--- src/hdl/ubce_pkg.sv ---
// shared types and constants for the bootloader command engine
`default_nettype none
package ubce_pkg;

    typedef enum logic [3:0] {
        PH_IDLE, PH_CMD2, PH_ADDR, PH_ADDR_X, PH_RCNT, PH_RCNT_X, PH_RFWD,
        PH_ECNT, PH_EX, PH_WCNT, PH_WDATA, PH_WDATA_X
    } t_phase;

    localparam logic [1:0] OP_RX    = 2'd0;
    localparam logic [1:0] OP_TICK  = 2'd1;
    localparam logic [1:0] OP_FLASH = 2'd2;
    localparam logic [1:0] OP_FETCH = 2'd3;

    localparam logic [2:0] K_TX     = 3'd0;
    localparam logic [2:0] K_READ   = 3'd1;
    localparam logic [2:0] K_WRITE  = 3'd2;
    localparam logic [2:0] K_ERASE  = 3'd3;
    localparam logic [2:0] K_NOTICE = 3'd4;
    localparam logic [2:0] K_BUF    = 3'd5;

    // reply jobs issued by the front end and expanded by the back end
    typedef enum logic [3:0] {
        J_NONE, J_ACK, J_NACK, J_BYTE, J_INFO, J_VERSION, J_READ, J_WRITE,
        J_ERASE, J_BUF
    } t_job_kind;

    typedef struct packed {
        t_job_kind   kind;
        logic [7:0]  data;
        logic [31:0] addr;
        logic [8:0]  count;
    } t_job;

    localparam int JobW = $bits(t_job);
    localparam int QueueDepth = 4;
    localparam int BufDepth = 256;

    localparam logic [7:0] C_SYNC   = 8'h7F;
    localparam logic [7:0] C_INFO   = 8'h00;
    localparam logic [7:0] C_VER    = 8'h02;
    localparam logic [7:0] C_READ   = 8'h11;
    localparam logic [7:0] C_ERASE  = 8'h43;
    localparam logic [7:0] C_WRITE  = 8'h31;
    localparam logic [7:0] C_XERASE = 8'h44;
    localparam logic [7:0] C_SPEC   = 8'h50;

    localparam logic [1:0] R_TIMEOUT = 2'd0;
    localparam logic [1:0] R_ACK     = 2'd1;
    localparam logic [1:0] R_NACK    = 2'd2;

    function automatic logic [7:0] info_byte(input logic [3:0] i);
        logic [7:0] v;
        case (i)
            4'd0: v = 8'd11;
            4'd1: v = 8'h10;
            4'd2: v = 8'h00;
            4'd3: v = 8'h01;
            4'd4: v = 8'h02;
            4'd5: v = 8'h11;
            4'd6: v = 8'h21;
            4'd7: v = 8'h31;
            4'd8: v = 8'h43;
            4'd9: v = 8'h63;
            4'd10: v = 8'h73;
            4'd11: v = 8'h82;
            4'd12: v = 8'h92;
            default: v = 8'h00;
        endcase
        return v;
    endfunction

    function automatic logic [7:0] version_byte(input logic [3:0] i);
        logic [7:0] v;
        case (i)
            4'd0: v = 8'h01;
            4'd1: v = 8'h04;
            4'd2: v = 8'h10;
            default: v = 8'h00;
        endcase
        return v;
    endfunction

endpackage
`default_nettype wire

--- src/hdl/ubce_ram.sv ---
// generic single port write, registered read ram
`default_nettype none
module ubce_ram #(
    parameter int Width = 8,
    parameter int Depth = 256
) (
    input  wire logic                     i_clk,
    input  wire logic                     i_we,
    input  wire logic [$clog2(Depth)-1:0] i_waddr,
    input  wire logic [Width-1:0]         i_wdata,
    input  wire logic                     i_re,
    input  wire logic [$clog2(Depth)-1:0] i_raddr,
    output logic      [Width-1:0]         o_rdata
);
    logic [Width-1:0] r_mem [Depth];

    always_ff @(posedge i_clk) begin
        if (i_we) begin
            r_mem[i_waddr] <= i_wdata;
        end
        if (i_re) begin
            o_rdata <= r_mem[i_raddr];
        end
    end
endmodule
`default_nettype wire

--- src/hdl/ubce_queue.sv ---
// small job queue between front and back end
`default_nettype none
module ubce_queue (
    input  wire logic            i_clk,
    input  wire logic            i_rst_n,
    input  wire logic            i_push,
    input  wire ubce_pkg::t_job  i_job,
    output logic                 o_full,
    input  wire logic            i_pop,
    output ubce_pkg::t_job       o_job,
    output logic                 o_empty
);
    localparam int AW = $clog2(ubce_pkg::QueueDepth);

    ubce_pkg::t_job r_q [ubce_pkg::QueueDepth];
    logic [AW-1:0] r_wp, r_rp;
    logic [AW:0]   r_cnt;

    assign o_full  = (r_cnt == (AW+1)'(ubce_pkg::QueueDepth));
    assign o_empty = (r_cnt == '0);
    assign o_job   = r_q[r_rp];

    always_ff @(posedge i_clk) begin
        if (i_push && !o_full) begin
            r_q[r_wp] <= i_job;
        end
        if (!i_rst_n) begin
            r_wp  <= '0;
            r_rp  <= '0;
            r_cnt <= '0;
        end else begin
            if (i_push && !o_full) r_wp <= r_wp + 1'b1;
            if (i_pop && !o_empty) r_rp <= r_rp + 1'b1;
            r_cnt <= r_cnt + (AW+1)'(i_push && !o_full) - (AW+1)'(i_pop && !o_empty);
        end
    end
endmodule
`default_nettype wire

--- src/hdl/ubce_front.sv ---
// front end: frame parser that turns input requests into reply jobs
`default_nettype none
module ubce_front (
    input  wire logic            i_clk,
    input  wire logic            i_rst_n,
    input  wire logic            i_push,
    output logic                 o_full,
    input  wire logic [1:0]      i_opcode,
    input  wire logic [7:0]      i_data_byte,
    input  wire logic [7:0]      i_fetch_index,
    input  wire logic [15:0]     i_timeout_ticks,
    output logic                 o_job_push,
    output ubce_pkg::t_job       o_job,
    input  wire logic            i_job_full,
    input  wire logic            i_fetch_done,
    output logic                 o_buf_we,
    output logic [7:0]           o_buf_waddr,
    output logic [7:0]           o_buf_wdata
);
    ubce_pkg::t_phase r_phase, n_phase;
    logic [7:0]  r_cmd, n_cmd;
    logic [31:0] r_addr, n_addr;
    logic [8:0]  r_cnt, n_cnt;
    logic [7:0]  r_len, n_len;
    logic [7:0]  r_xor, n_xor;
    logic [15:0] r_idle, n_idle;
    logic [8:0]  r_fwd, n_fwd;
    logic [2:0]  r_fetch, n_fetch;
    logic        acc, known;
    logic [15:0] inc;

    // buffer writes wait until every queued fetch has read the buffer
    assign o_full = i_job_full ||
                    ((r_fetch != '0) &&
                     (r_phase inside {ubce_pkg::PH_WDATA, ubce_pkg::PH_RFWD}));
    assign acc    = i_push && !o_full;
    assign known  = (r_cmd == ubce_pkg::C_INFO) || (r_cmd == ubce_pkg::C_VER) ||
                    (r_cmd == ubce_pkg::C_READ) || (r_cmd == ubce_pkg::C_ERASE) ||
                    (r_cmd == ubce_pkg::C_WRITE) || (r_cmd == ubce_pkg::C_XERASE) ||
                    (r_cmd == ubce_pkg::C_SPEC);
    assign inc    = (r_idle == 16'hFFFF) ? r_idle : r_idle + 16'd1;

    always_comb begin
        n_phase = r_phase; n_cmd = r_cmd; n_addr = r_addr; n_cnt = r_cnt;
        n_len = r_len; n_xor = r_xor; n_idle = r_idle; n_fwd = r_fwd;
        o_job = '0;
        o_job.kind = ubce_pkg::J_NONE;
        o_buf_we = 1'b0;
        o_buf_waddr = r_cnt[7:0];
        o_buf_wdata = i_data_byte;
        if (acc) begin
            case (i_opcode)
                ubce_pkg::OP_FETCH: begin
                    o_job.kind = ubce_pkg::J_BUF;
                    o_job.data = i_fetch_index;
                end
                ubce_pkg::OP_TICK: begin
                    if (r_phase == ubce_pkg::PH_IDLE) begin
                        n_idle = '0;
                    end else begin
                        n_idle = inc;
                        if (inc >= i_timeout_ticks) begin
                            if (r_phase == ubce_pkg::PH_CMD2) o_job.kind = ubce_pkg::J_NACK;
                            n_phase = ubce_pkg::PH_IDLE;
                            n_cnt = '0; n_xor = '0; n_idle = '0; n_fwd = '0;
                        end
                    end
                end
                ubce_pkg::OP_FLASH: begin
                    if (r_phase == ubce_pkg::PH_RFWD && r_fwd != '0) begin
                        n_idle = '0;
                        o_buf_we = 1'b1;
                        o_job.kind = ubce_pkg::J_BYTE;
                        o_job.data = i_data_byte;
                        n_cnt = r_cnt + 9'd1;
                        n_fwd = r_fwd - 9'd1;
                        if (r_fwd == 9'd1) begin
                            n_phase = ubce_pkg::PH_IDLE;
                            n_cnt = '0; n_xor = '0; n_fwd = '0;
                        end
                    end
                end
                default: begin
                    n_idle = '0;
                    case (r_phase)
                        ubce_pkg::PH_IDLE: begin
                            if (i_data_byte == ubce_pkg::C_SYNC) begin
                                o_job.kind = ubce_pkg::J_ACK;
                            end else begin
                                n_cmd = i_data_byte;
                                n_phase = ubce_pkg::PH_CMD2;
                            end
                        end
                        ubce_pkg::PH_CMD2: begin
                            n_phase = ubce_pkg::PH_IDLE;
                            n_cnt = '0; n_xor = '0; n_fwd = '0;
                            if (!known || i_data_byte != ~r_cmd) begin
                                o_job.kind = ubce_pkg::J_NACK;
                            end else begin
                                o_job.kind = ubce_pkg::J_ACK;
                                if (r_cmd == ubce_pkg::C_INFO) begin
                                    o_job.kind = ubce_pkg::J_INFO;
                                end else if (r_cmd == ubce_pkg::C_VER) begin
                                    o_job.kind = ubce_pkg::J_VERSION;
                                end else if (r_cmd == ubce_pkg::C_READ ||
                                             r_cmd == ubce_pkg::C_WRITE ||
                                             r_cmd == ubce_pkg::C_SPEC) begin
                                    n_addr = '0;
                                    n_phase = ubce_pkg::PH_ADDR;
                                end else if (r_cmd == ubce_pkg::C_ERASE) begin
                                    n_phase = ubce_pkg::PH_ECNT;
                                end
                            end
                        end
                        ubce_pkg::PH_ADDR: begin
                            n_addr = {r_addr[23:0], i_data_byte};
                            n_xor = r_xor ^ i_data_byte;
                            n_cnt = r_cnt + 9'd1;
                            if (n_cnt >= ((r_cmd == ubce_pkg::C_SPEC) ? 9'd2 : 9'd4)) begin
                                n_phase = ubce_pkg::PH_ADDR_X;
                            end
                        end
                        ubce_pkg::PH_ADDR_X: begin
                            if (r_xor != i_data_byte) begin
                                o_job.kind = ubce_pkg::J_NACK;
                                n_phase = ubce_pkg::PH_IDLE;
                                n_cnt = '0; n_xor = '0; n_fwd = '0;
                            end else begin
                                o_job.kind = ubce_pkg::J_ACK;
                                if (r_cmd == ubce_pkg::C_READ) begin
                                    n_phase = ubce_pkg::PH_RCNT;
                                end else if (r_cmd == ubce_pkg::C_WRITE) begin
                                    n_phase = ubce_pkg::PH_WCNT;
                                end else begin
                                    n_phase = ubce_pkg::PH_IDLE;
                                    n_cnt = '0; n_xor = '0; n_fwd = '0;
                                end
                            end
                        end
                        ubce_pkg::PH_RCNT: begin
                            n_len = i_data_byte;
                            n_phase = ubce_pkg::PH_RCNT_X;
                        end
                        ubce_pkg::PH_RCNT_X: begin
                            if (~r_len != i_data_byte) begin
                                o_job.kind = ubce_pkg::J_NACK;
                                n_phase = ubce_pkg::PH_IDLE;
                                n_cnt = '0; n_xor = '0; n_fwd = '0;
                            end else begin
                                o_job.kind = ubce_pkg::J_READ;
                                o_job.addr = r_addr;
                                o_job.count = {1'b0, r_len} + 9'd1;
                                n_cnt = '0;
                                n_fwd = {1'b0, r_len} + 9'd1;
                                n_phase = ubce_pkg::PH_RFWD;
                            end
                        end
                        ubce_pkg::PH_RFWD: begin
                        end
                        ubce_pkg::PH_ECNT: begin
                            if (i_data_byte == 8'hFF) begin
                                n_phase = ubce_pkg::PH_EX;
                            end else begin
                                o_job.kind = ubce_pkg::J_NACK;
                                n_phase = ubce_pkg::PH_IDLE;
                                n_cnt = '0; n_xor = '0; n_fwd = '0;
                            end
                        end
                        ubce_pkg::PH_EX: begin
                            o_job.kind = ubce_pkg::J_ERASE;
                            n_phase = ubce_pkg::PH_IDLE;
                            n_cnt = '0; n_xor = '0; n_fwd = '0;
                        end
                        ubce_pkg::PH_WCNT: begin
                            n_len = i_data_byte;
                            n_xor = i_data_byte;
                            n_cnt = '0;
                            n_phase = ubce_pkg::PH_WDATA;
                        end
                        ubce_pkg::PH_WDATA: begin
                            o_buf_we = 1'b1;
                            n_xor = r_xor ^ i_data_byte;
                            n_cnt = r_cnt + 9'd1;
                            if (n_cnt >= {1'b0, r_len} + 9'd1) n_phase = ubce_pkg::PH_WDATA_X;
                        end
                        ubce_pkg::PH_WDATA_X: begin
                            if (r_xor != i_data_byte) begin
                                o_job.kind = ubce_pkg::J_NACK;
                            end else begin
                                o_job.kind = ubce_pkg::J_WRITE;
                                o_job.addr = r_addr;
                                o_job.count = {1'b0, r_len} + 9'd1;
                            end
                            n_phase = ubce_pkg::PH_IDLE;
                            n_cnt = '0; n_xor = '0; n_fwd = '0;
                        end
                        default: begin
                            n_phase = ubce_pkg::PH_IDLE;
                            n_cnt = '0; n_xor = '0; n_fwd = '0;
                        end
                    endcase
                end
            endcase
        end
    end

    assign o_job_push = acc && (o_job.kind != ubce_pkg::J_NONE);

    // fetch jobs queued but not yet answered
    assign n_fetch = r_fetch + 3'(o_job_push && (o_job.kind == ubce_pkg::J_BUF))
                     - 3'(i_fetch_done);

    always_ff @(posedge i_clk) begin
        if (!i_rst_n) begin
            r_phase <= ubce_pkg::PH_IDLE;
            r_cmd <= '0; r_addr <= '0; r_cnt <= '0; r_len <= '0;
            r_xor <= '0; r_idle <= '0; r_fwd <= '0; r_fetch <= '0;
        end else begin
            r_phase <= n_phase;
            r_cmd <= n_cmd; r_addr <= n_addr; r_cnt <= n_cnt; r_len <= n_len;
            r_xor <= n_xor; r_idle <= n_idle; r_fwd <= n_fwd; r_fetch <= n_fetch;
        end
    end

`ifndef SYNTHESIS
    a_fwd_only_in_rfwd: assert property (@(posedge i_clk) disable iff (!i_rst_n)
        (r_fwd != '0) |-> (r_phase == ubce_pkg::PH_RFWD)) else $error("fwd outside read");
    a_idle_zero: assert property (@(posedge i_clk) disable iff (!i_rst_n)
        (r_phase == ubce_pkg::PH_IDLE) |-> (r_cnt == '0 && r_xor == '0))
        else $error("idle state dirty");
    a_no_push_full: assert property (@(posedge i_clk) disable iff (!i_rst_n)
        i_job_full |-> !o_job_push) else $error("job pushed while full");
    a_no_write_under_fetch: assert property (@(posedge i_clk) disable iff (!i_rst_n)
        o_buf_we |-> (r_fetch == '0)) else $error("buffer written under fetch");
`endif
endmodule
`default_nettype wire

--- src/hdl/ubce_back.sv ---
// back end: expands jobs into result requests
`default_nettype none
module ubce_back (
    input  wire logic            i_clk,
    input  wire logic            i_rst_n,
    input  wire ubce_pkg::t_job  i_job,
    input  wire logic            i_job_empty,
    output logic                 o_job_pop,
    input  wire logic [7:0]      i_ack_byte,
    input  wire logic [7:0]      i_nack_byte,
    output logic                 o_buf_re,
    output logic [7:0]           o_buf_raddr,
    input  wire logic [7:0]      i_buf_rdata,
    output logic                 o_empty,
    input  wire logic            i_pop,
    output logic [2:0]           o_kind,
    output logic [7:0]           o_out_byte,
    output logic [31:0]          o_flash_address,
    output logic [8:0]           o_byte_count,
    output logic                 o_last
);
    logic [3:0] r_step, n_step;
    logic       r_wait, n_wait;
    logic       r_valid;
    logic [2:0] r_kind;
    logic [7:0] r_byte;
    logic [31:0] r_addr;
    logic [8:0] r_cnt;
    logic       r_last;
    logic       slot, emit, fin, raw;
    logic [2:0] e_kind;
    logic [7:0] e_byte;
    logic [31:0] e_addr;
    logic [8:0] e_cnt;

    assign slot = !r_valid || i_pop;
    assign o_buf_raddr = i_job.data;

    always_comb begin
        e_kind = ubce_pkg::K_TX; e_byte = '0; e_addr = '0; e_cnt = '0;
        fin = 1'b1; raw = 1'b0;
        case (i_job.kind)
            ubce_pkg::J_ACK: e_byte = i_ack_byte;
            ubce_pkg::J_NACK: e_byte = i_nack_byte;
            ubce_pkg::J_BYTE: e_byte = i_job.data;
            ubce_pkg::J_INFO: begin
                fin = (r_step == 4'd14);
                if (r_step == 4'd0 || fin) e_byte = i_ack_byte;
                else e_byte = ubce_pkg::info_byte(r_step - 4'd1);
            end
            ubce_pkg::J_VERSION: begin
                fin = (r_step == 4'd4);
                if (r_step == 4'd0 || fin) e_byte = i_ack_byte;
                else e_byte = ubce_pkg::version_byte(r_step - 4'd1);
            end
            ubce_pkg::J_READ: begin
                fin = (r_step == 4'd1);
                if (r_step == 4'd0) e_byte = i_ack_byte;
                else begin
                    e_kind = ubce_pkg::K_READ; e_addr = i_job.addr; e_cnt = i_job.count;
                end
            end
            ubce_pkg::J_WRITE: begin
                fin = (r_step == 4'd2);
                if (r_step == 4'd0) begin
                    e_kind = ubce_pkg::K_WRITE; e_addr = i_job.addr; e_cnt = i_job.count;
                end else if (r_step == 4'd1) e_byte = i_ack_byte;
                else begin
                    e_kind = ubce_pkg::K_NOTICE; e_addr = i_job.addr;
                end
            end
            ubce_pkg::J_ERASE: begin
                fin = (r_step == 4'd2);
                if (r_step == 4'd0) e_kind = ubce_pkg::K_ERASE;
                else if (r_step == 4'd2) e_kind = ubce_pkg::K_NOTICE;
                else e_byte = i_ack_byte;
            end
            ubce_pkg::J_BUF: begin
                e_kind = ubce_pkg::K_BUF; e_byte = i_buf_rdata; raw = 1'b1;
            end
            default: ;
        endcase
    end

    // buffer jobs read the ram first, then emit once the read data is in and the output slot is free
    assign o_buf_re = !i_job_empty && raw && !r_wait;
    assign emit = !i_job_empty && slot && (!raw || r_wait);
    assign o_job_pop = emit && fin;

    always_comb begin
        n_step = r_step; n_wait = r_wait;
        if (o_buf_re) n_wait = 1'b1;
        if (emit) begin
            n_step = fin ? 4'd0 : r_step + 4'd1;
            n_wait = 1'b0;
        end
    end

    always_ff @(posedge i_clk) begin
        if (emit) begin
            r_kind <= e_kind; r_byte <= e_byte; r_addr <= e_addr;
            r_cnt <= e_cnt; r_last <= fin;
        end
        if (!i_rst_n) begin
            r_step <= '0; r_wait <= 1'b0; r_valid <= 1'b0;
        end else begin
            r_step <= n_step; r_wait <= n_wait;
            if (emit) r_valid <= 1'b1;
            else if (i_pop) r_valid <= 1'b0;
        end
    end

    assign o_empty = !r_valid;
    assign o_kind = r_kind;
    assign o_out_byte = r_byte;
    assign o_flash_address = r_addr;
    assign o_byte_count = r_cnt;
    assign o_last = r_last;

`ifndef SYNTHESIS
    a_pop_needs_emit: assert property (@(posedge i_clk) disable iff (!i_rst_n)
        o_job_pop |-> emit) else $error("pop without emit");
    a_step_range: assert property (@(posedge i_clk) disable iff (!i_rst_n)
        r_step <= 4'd14) else $error("step out of range");
    a_wait_held: assert property (@(posedge i_clk) disable iff (!i_rst_n)
        r_wait |-> !i_job_empty) else $error("wait without job");
`endif
endmodule
`default_nettype wire

--- src/hdl/uart_bootloader_command_engine.sv ---
// top level of the serial bootloader command engine
// channel   | direction | handshake     | payload
// input     | in        | push / full   | opcode, data_byte, fetch_index
// result    | out       | pop / empty   | kind, out_byte, flash_address, byte_count, last
// config    | in        | apb write     | timeout_ticks, ack_byte, nack_byte
// front end takes one request per cycle while the job queue has room and no pending fetch holds a buffer write
// buffer writes wait until queued fetches have read the buffer
// back end emits one result per cycle while the output slot is free; an info job expands into 15 results
// a buffer fetch reads the registered ram before its result is emitted
// reset is synchronous and clears control state and config to defaults
// the output register and job queue let either side stall on its own
`default_nettype none
module uart_bootloader_command_engine (
    input  wire logic        i_clk,
    input  wire logic        i_rst_n,
    input  wire logic        i_push,
    output logic             o_full,
    input  wire logic [1:0]  i_opcode,
    input  wire logic [7:0]  i_data_byte,
    input  wire logic [7:0]  i_fetch_index,
    output logic             o_empty,
    input  wire logic        i_pop,
    output logic [2:0]       o_kind,
    output logic [7:0]       o_out_byte,
    output logic [31:0]      o_flash_address,
    output logic [8:0]       o_byte_count,
    output logic             o_last,
    input  wire logic        psel,
    input  wire logic        penable,
    input  wire logic        pwrite,
    input  wire logic [3:0]  paddr,
    input  wire logic [31:0] pwdata,
    output logic [31:0]      prdata,
    output logic             pready
);
    logic [15:0] r_timeout;
    logic [7:0]  r_ack, r_nack;
    logic        job_push, job_full, job_pop, job_empty, fetch_done;
    ubce_pkg::t_job job_in, job_out;
    logic        buf_we, buf_re;
    logic [7:0]  buf_waddr, buf_wdata, buf_raddr, buf_rdata;

    assign pready = 1'b1;
    assign fetch_done = job_pop && (job_out.kind == ubce_pkg::J_BUF);

    always_ff @(posedge i_clk) begin
        if (!i_rst_n) begin
            r_timeout <= 16'd1000; r_ack <= 8'd121; r_nack <= 8'd31;
        end else if (psel && penable && pwrite) begin
            case (paddr[3:2])
                ubce_pkg::R_TIMEOUT: r_timeout <= pwdata[15:0];
                ubce_pkg::R_ACK: r_ack <= pwdata[7:0];
                ubce_pkg::R_NACK: r_nack <= pwdata[7:0];
                default: ;
            endcase
        end
    end

    always_comb begin
        case (paddr[3:2])
            ubce_pkg::R_TIMEOUT: prdata = {16'd0, r_timeout};
            ubce_pkg::R_ACK: prdata = {24'd0, r_ack};
            ubce_pkg::R_NACK: prdata = {24'd0, r_nack};
            default: prdata = '0;
        endcase
    end

    ubce_front u_front (
        .i_clk, .i_rst_n, .i_push, .o_full, .i_opcode, .i_data_byte, .i_fetch_index,
        .i_timeout_ticks(r_timeout), .o_job_push(job_push), .o_job(job_in),
        .i_job_full(job_full), .i_fetch_done(fetch_done), .o_buf_we(buf_we),
        .o_buf_waddr(buf_waddr), .o_buf_wdata(buf_wdata)
    );

    ubce_queue u_queue (
        .i_clk, .i_rst_n, .i_push(job_push), .i_job(job_in), .o_full(job_full),
        .i_pop(job_pop), .o_job(job_out), .o_empty(job_empty)
    );

    ubce_ram #(.Width(8), .Depth(ubce_pkg::BufDepth)) u_ram (
        .i_clk, .i_we(buf_we), .i_waddr(buf_waddr), .i_wdata(buf_wdata),
        .i_re(buf_re), .i_raddr(buf_raddr), .o_rdata(buf_rdata)
    );

    ubce_back u_back (
        .i_clk, .i_rst_n, .i_job(job_out), .i_job_empty(job_empty), .o_job_pop(job_pop),
        .i_ack_byte(r_ack), .i_nack_byte(r_nack), .o_buf_re(buf_re),
        .o_buf_raddr(buf_raddr), .i_buf_rdata(buf_rdata), .o_empty, .i_pop,
        .o_kind, .o_out_byte, .o_flash_address, .o_byte_count, .o_last
    );
endmodule
`default_nettype wire

--- config.mk ---
export PLATFORM = sky130hd
export DESIGN_NAME = uart_bootloader_command_engine
export DESIGN_NICKNAME = d
export VERILOG_FILES = /design/src/hdl/ubce_pkg.sv /design/src/hdl/ubce_ram.sv /design/src/hdl/ubce_queue.sv /design/src/hdl/ubce_front.sv /design/src/hdl/ubce_back.sv /design/src/hdl/uart_bootloader_command_engine.sv
export SDC_FILE = /design/constraint.sdc
export NUM_CORES = 2
export LEC_CHECK = 0
export BUFFER_PORTS_ARGS = -buffer_cell sky130_fd_sc_hd__buf_2
export CAP_MARGIN = 20
export CORE_AREA = 2 2 433 435
export DETAILED_ROUTE_END_ITERATION = 6
export DIE_AREA = 0 0 435 437
export GPL_ROUTABILITY_DRIVEN = 0
export HOLD_SLACK_MARGIN = 0.12
export PLACE_DENSITY = 0.71
export SYNTH_ARGS = -nofsm -noshare
export SYNTH_HDL_FRONTEND = slang
export SYNTH_SLANG_ARGS = --single-unit
--- constraint.sdc ---
create_clock -name i_clk -period 8 [get_ports i_clk]
set_input_delay 0.4 -clock i_clk [delete_from_list [all_inputs] [get_ports i_clk]]
set_output_delay 0.4 -clock i_clk [all_outputs]
set_load 0.05 [all_outputs]
== Yosys cells after proc, flatten, opt, wreduce, memory -nomap -nowiden ==
Memories as Yosys holds them, arrays and structs flattened. A register that Yosys moved wholly into a read port is not among the register bits.
Cells that the tools add are included.
Word-level totals
  input bits: 61
  ROM bits: 112
  memory bits (writable): 2260
  memories kept: 3
  output and inout bits: 88
  bits in registers: 195
  word-level logic and storage cells: 293
Memory list
  u_ram.r_mem: words 256, bits a word 8, rd ports 1, clocked after memory_dff 1, write ports 1, RTL line ubce_ram.sv:15  | logic [Width-1:0] r_mem [Depth];
  u_queue.r_q: words 4, bits a word 53, rd ports 1, clocked after memory_dff 1, write ports 1, RTL line ubce_queue.sv:15  | ubce_pkg::t_job r_q [ubce_pkg::QueueDepth];
  (no name shown): words 16, bits a word 7, rd ports 1, clocked after memory_dff 0, write ports 0, RTL line ubce_pkg.sv:54  | case (i)
Cells by class
  $add $sub $neg: 12
  bitwise logic cells: 7
  reduce and logical (&&, ||, !) cells: 67
  $lt $le $gt $ge: 3
  mux-type cells: 114
  eq/ne operators: 64
Operators with widths (count)
  two-way mux 32 bit: 7
  two-way mux 8 bit: 16
  one-hot mux 32 bit (2 select lines): 2
  two-way mux 41 bit: 3
  two-way mux 9 bit: 13
  one-hot mux 16 bit (3 select lines): 2
  one-hot mux 41 bit (2 select lines): 1
  two-way mux 4 bit: 20
  one-hot mux 8 bit (9 select lines): 1
  one-hot mux 9 bit (4 select lines): 2
  two-way mux 16 bit: 4
  one-hot mux 9 bit (3 select lines): 2
  two-way mux 53 bit: 1
  one-hot mux 8 bit (6 select lines): 1
  one-hot mux 4 bit (10 select lines): 1
  == test 4 x 3 -> 1 bit, second input constant: 9
  == test 4 bit, second input constant: 8
  == test 8 x 7 -> 1 bit, second input constant: 4
  two-way mux 3 bit: 10
  one-hot mux 4 bit (7 select lines): 1
  == test 4 x 2 -> 1 bit, second input constant: 6
  inequality test 8 bit: 3
  one-hot mux 4 bit (3 select lines): 2
  one-hot mux 8 bit (3 select lines): 1
  61 further kinds: 147

== Longest topological paths before layout ==
  depth in word-level cells: 18
  mapped depth: 23
  mapped depth without buffers: 23

== Modules after synthesis ==
Synthesis repeated with hierarchy kept, for this count alone.
Second synthesis, totals
  cell total of the unflattened synthesis: 5494
  area, all modules: 99795.7 um2
Modules (own cells, without submodules)
  ubce_ram: area each 79636.4 um2, cells an instance 3733, instances 1, seq. area each 61739.2 um2
  ubce_queue: area each 8192.9 um2, cells an instance 327, instances 1, seq. area each 6546.3 um2
  ubce_front: area each 7075.5 um2, cells an instance 944, instances 1, seq. area each 1941.9 um2
  ubce_back: area each 3218.1 um2, cells an instance 292, instances 1, seq. area each 1711.6 um2
  uart_bootloader_command_engine: area each 1672.9 um2, cells an instance 198, instances 1, seq. area each 640.6 um2

== Least setup slack after synthesis ==
Ideal clock, no wire load.
  path type: register to register
  start: register u_front.r_idle[0]
  end: memory u_queue.r_q[0][0] (netlist name), enable pin
  slack: 2784 ps
  clock period less this slack: 5216 ps
  arrival: 4718 ps
  buffers on the path: 0
  library setup time: 498 ps
  required time: 7502 ps
  cell stages (with the launch flop): 19
  cell sequence: dfxtp_1 ha_1 inv_1 or4_1 nor3_1 nor2_1 nand2_1 nor3_1 xor2_1 ha_1 a21o_1 a21oi_1 nor2b_1 o31ai_1 o211ai_1 and4_1 o311ai_0 nand2_1 and2_1
Between the ends
  cells in the longest elaborated chain, start to end: 12
  elaborated cells between the ends (all ways): 13
  those cells by class: add/sub (1); order compare (1); eq/ne (1); mux (7); reduce/logical (3)
RTL lines
  start: declaration: RTL line ubce_front.sv:26  | logic [15:0] r_idle, n_idle;
  start signal: assignment: RTL line ubce_front.sv:221  | r_xor <= n_xor; r_idle <= n_idle; r_fwd <= n_fwd; r_fetch <= n_fetch;
  adder 16 x 1 -> 16 bit / == test 16 bit (equally long branches): RTL line ubce_front.sv:41  | assign inc = (r_idle == 16'hFFFF) ? r_idle : r_idle + 16'd1;
  two-way mux 16 bit *: RTL line ubce_front.sv:41
  >= comparator 16 bit *: RTL line ubce_front.sv:62  | if (inc >= i_timeout_ticks) begin
  two-way mux 4 bit *: RTL line ubce_front.sv:62
  two-way mux 4 bit *: RTL line ubce_front.sv:58  | if (r_phase == ubce_pkg::PH_IDLE) begin
  one-hot mux 4 bit (3 select lines) *: RTL line ubce_front.sv:52  | case (i_opcode)
  two-way mux 53 bit *: RTL line ubce_front.sv:51  | if (acc) begin
  nonzero test 4 bit *: RTL line ubce_front.sv:207  | assign o_job_push = acc && (o_job.kind != ubce_pkg::J_NONE);
  logical AND 1 bit *: RTL line ubce_front.sv:207
  logical AND 1 bit *: RTL line ubce_queue.sv:24  | if (i_push && !o_full) begin
  two-way mux 1 bit *: RTL line ubce_queue.sv:24
  two-way mux 1 bit (implied by the code) *: RTL line ubce_queue.sv:25  | r_q[r_wp] <= i_job;
  end: declaration: RTL line ubce_queue.sv:15
Every way passes the cells marked *; elsewhere a longest branch is shown, timed or not.

== Worst setup path in the final report ==
  start: register u_front.r_idle[0]
  end: memory u_queue.r_q[2][19] (netlist name), enable pin
Same word-level chain as after synthesis.

==> qor.csv <==
stage,metric,value,unit
cts,Post-CTS Setup Inserts,0,
timing,f_max,0.162,GHz
logic_synthesis,Synth Area in Adders,0.729,%
timing,Tcrit/Tclk final,77.4,%
placed_design,Placement Setup Slack,1.93,ns
global_route,initial antenna violation count,5,
logic_synthesis,"Distinct cells, synth",86,
logic_synthesis,"Seq/Total Area, Yosys",71.5,%
drt,top sig layer,met4,
floorplan,core area,0.185,mm^2
timing,Final Hold Fails,0,
global_route,total congestion overflow,0,
global_route,GRT Total Usage,29.7,%
timing,Worst Slack Setup Final,1.81,ns
cts,Max clock buf depth,3,
logic_synthesis,Yosys top cell area share,68.6,%
pwr,Pwr per Cell Area,310,mW/mm^2
cts,Post-CTS Resized,0,
logic_synthesis,Mean Syn Cell Area,13.4,um^2
timing,min cycle time layout,6.19,ns
drt,DR DRC count,0,
cts,CTS tree,done,
logic_synthesis,Syn Std Cell Area,0.102,mm^2
hold_path,min-delay worst type,in -> reg,
cells_and_area,post-route cell area,0.113,mm^2
floorplan,Vert. Die Dim,437,um
setup_path,Crit-path slowest cell,o311ai_0,
timing,Max-Slew Margin vs Limit,12.9,%
drt,Iter 0 DRT Violations,10200,
setup_path,Required @ worst endpoint,8.56,ns
pwr,Comb pwr share,26.2,%
placed_design,placed inst area,0.104,mm^2
drt,metal2 WL,132000,um
pwr,Total Power,34.8,mW
logic_synthesis,Compound-Gate Fraction of Synth Area,6.46,%
timing,Final setup viols,0,
cts,CTS Root Cell,clkbuf_16,
hold_path,Worst Hold Depth,3,
logic_synthesis,"FF+latch count, synth",2465,
timing,worst slew pin tran,1.31,ns
timing,RSZ-0062 raised after global routing,no,
run_status,status,finished clean,
cts,clock-pin slew on the worst setup and hold paths,0.06,ns
logic_synthesis,"Top FF cell, synth",edfxtp_1,
pwr,Clk network pwr share,32.0,%
setup_path,R2R depth,20,
floorplan,Starting Density,54.9,%
logic_synthesis,"FFs w/ async S/R, synth",0,%
pwr,Internal Power,23.2,mW
floorplan,die area,0.190,mm^2
setup_path,flop-to-flop setup slack,1.81,ns
timing,fin. max-slew vios,0,
logic_synthesis,largest area contributor in the netlist,edfxtp_1,
setup_path,worst path cell trace,"ha_1, inv_1, or4_1, nor3_1, nor2_1, nand2_1, nor3_1, xor2_1, ha_1, a21o_1, a21oi_1, nor2b_1, o31ai_1, o211ai_1, buf_4, and4_1, o311ai_0, nand2_1, and2_2, buf_4",
pwr,sw frac,33.5,%
drt,routed wire length,288000,um
drt,met3 WL,34300,um
logic_synthesis,Post-Synth Simple-Gate Area,13.7,%
pwr,Net Sw Power,11.7,mW
logic_synthesis,post-synthesis mux area share,4.24,%
setup_path,R2R Path Start,u_front.r_idle[0],
logic_synthesis,Synth Area in XOR/XNOR,0.535,%
cells_and_area,nets@finish,7754,
logic_synthesis,"EDFF count, synth",2321,
setup_path,CP Max Fanout,29,
drt,routed vias/inst,6.40,
timing,setup TNS,0,ns
timing,Clock Skew,0.0368,ns
cts,latest clock arrival within the worst-skew pair,0.90,ns
setup_path,Critical Path Max Stage Delay,0.75,ns
cts,Post-CTS Hold Buffers,50,
cells_and_area,non-filler instance count after layout,10300,
setup_path,Worst EP arrival,6.75,ns
drt,Post-Route M1 WL,106000,um
placed_design,# port buffers,113,
setup_path,Worst Setup Path Type,reg -> reg,
cts,Num CTS Buffers,236,
cts,H-tree depth,4,
logic_synthesis,Synth area leaders,"edfxtp_1 69%, nand2_1 6.5%, dfxtp_1 2.8%, mux4_2 2.1%, nand3_1 2.0%",
placed_design,Post-DP HPWL,171000,um
pwr,sequential power share,41.7,%
setup_path,Setup crit start,u_front.r_idle[0],
logic_synthesis,synthesized instance count,7568,
floorplan,I/O pin total,149,
placed_design,Post-Place Cells,9824,
global_route,number of global-route vias before repair,62900,
drt,DRT Pass-1 Iters,7,
cts,Sink Count,2465,
cells_and_area,share of layout cells above drive strength 1,9.79,%
drt,total number of vias,66100,
logic_synthesis,main combinational cell family by area after synthesis,simple AND/OR/NAND/NOR gates,
global_route,largest net degree at the start of global routing,137,
drt,Final ANT Viol Nets,0,
job,maxcap violations,0,
setup_path,type of origin of the critical path,flop,
logic_synthesis,synth warn,0,
hold_path,HP Start,i_fetch_index[6],
drt,Routed WL per cell,27.8,um
hold_path,Hold Crit Endpoint,u_queue.r_q[1][47],
pwr,Peak VDD IR,0.288,mV
setup_path,r2r endpoint,u_queue.r_q[2][19],
floorplan,Std-Cell Rows,158,
pwr,leakage,38.1,nW
floorplan,die width,435,um
global_route,first-pass GRT wire length,418000,um
setup_path,crit end category,flop,
cells_and_area,Layout area overhead,10.9,%
[final cells by class]
| type | instances | area (um^2) |
|---|---|---|
| sequential | 2465 | 72600 |
| fill | 13700 | 72500 |
| multi-input combinational | 4546 | 26300 |
| clock buffer | 291 | 6170 |
| tap | 2480 | 3100 |
| timing repair buffer | 328 | 2640 |
| clock inverter | 153 | 1550 |
| inverter | 58 | 218 |
| antenna | 7 | 17.5 |
[synthesized netlist by cell type, types with 93 or more instances]
library cell	number
edfxtp_1	2321
nand2_1	1754
nand3_1	402
nor2_1	364
and3_1	219
clkbuf_1	217
a21oi_1	203
mux2i_1	197
dfxtp_1	144
buf_2	141
a311oi_1	140
a31oi_1	114
nor2b_1	100
mux4_2	95
buf_4	94
o21ai_0	93
[worst max-delay path by stage]
stage               slack [ns]                  to  cells after the start
global route              1.45  u_queue.r_q[2][19]                     20
global placement          1.90   u_queue.r_q[3][9]                     20
floorplan                 2.78   u_queue.r_q[0][0]                     18
detailed placement        1.93   u_queue.r_q[2][0]                     20
CTS                       1.92  u_queue.r_q[3][11]                     20
finish                    1.81  u_queue.r_q[2][19]                     20
[power by group through the flow]
stage	clock network [mW]	registers [mW]	logic (mW)
floorplan	0	15.3	5.19
global placement	0	14.8	8.70
detailed placement	0	14.8	8.83
CTS	11.2	14.6	8.89
global route	11.7	14.6	9.49
finish	11.2	14.5	9.13
[cell usage in the layout (no fill, tap or decap), types with 30 or more instances in the layout]
cell	n
clkbuf_1	50
o22ai_1	54
a22oi_1	31
dlygate4sd3_1	50
inv_1	56
xnor2_1	37
o21ai_0	93
nand2_1	1747
nor2_1	355
o221ai_1	52
a21oi_1	203
edfxtp_1	2321
nor4_1	81
clkbuf_16	237
nand3_1	402
clkinv_1	69
buf_2	106
a21boi_0	54
nor2b_1	100
clkinv_2	32
nand4_1	30
dfxtp_1	142
a211oi_1	58
nor3_1	70
mux2i_1	196
and3_1	219
a31oi_1	114
buf_4	144
ha_1	56
and2_1	54
a311oi_1	140
mux4_2	93
[cell families (layout without fill, tap and decap cells)]
logic type | after synthesis | after routing
AO/OA/AOI/OAI | 949 | 949
XOR/XNOR | 62 | 62
adder cells (fa/ha/maj) | 58 | 58
buffers and inverters | 572 | 830
flip-flops | 2465 | 2465
multiplexers | 305 | 305
other | 2 | 24
AND/OR/NAND/NOR | 3155 | 3155
[per-stage QoR]
| step | util [%] | hold WS (ns) |
|---|---|---|
| 5_1_grt | 60.8 | 0.184 |
| 4_1_cts | 60.8 | 0.125 |
| 2_1_floorplan | - | 0.436 |
| 3_3_place_gp | 56.3 | 0.447 |
| 6_report | 60.8 | 0.179 |
| 3_5_place_dp | 56.4 | 0.454 |
[registers in the layout (all words and copies together), names as in the netlist, 2 cells and up, named ones only]
register                cells
u_ram.r_mem              2048
u_queue.r_q               212
u_back.o_flash_address     32
u_front.r_addr             32
r_timeout                  16
u_front.r_idle             16
u_back.o_byte_count         9
u_front.r_cnt               9
u_front.r_fwd               9
r_ack                       8
r_nack                      8
u_back.o_out_byte           8
u_front.r_cmd               8
u_front.r_len               8
u_front.r_xor               8
u_ram.o_rdata               8
u_back.r_step               4
u_front.r_phase             4
u_back.o_kind               3
u_front.r_fetch             3
u_queue.r_cnt               3
u_queue.r_rp                2
u_queue.r_wp                2
[worst max-delay path, delay by kind of cell (launching register included)]
family	cells	cell delay (ns)
AND/OR/NAND/NOR	9	2.54
adder cells (fa/ha/maj)	2	0.57
buffers and inverters	3	0.67
XOR/XNOR	1	0.16
flip-flops	1	0.42
AO/OA/AOI/OAI	5	1.49
[routing by layer]
metal | global-route usage, % | vias up
met3 | 6.47 | 740
li1 | - | 28300
met4 | 14.2 | 0
met1 | 40.1 | 32700
met5 | 0 | -
met2 | 46.0 | 4324
No activity file was read; power rests on OpenSTA's default activity.
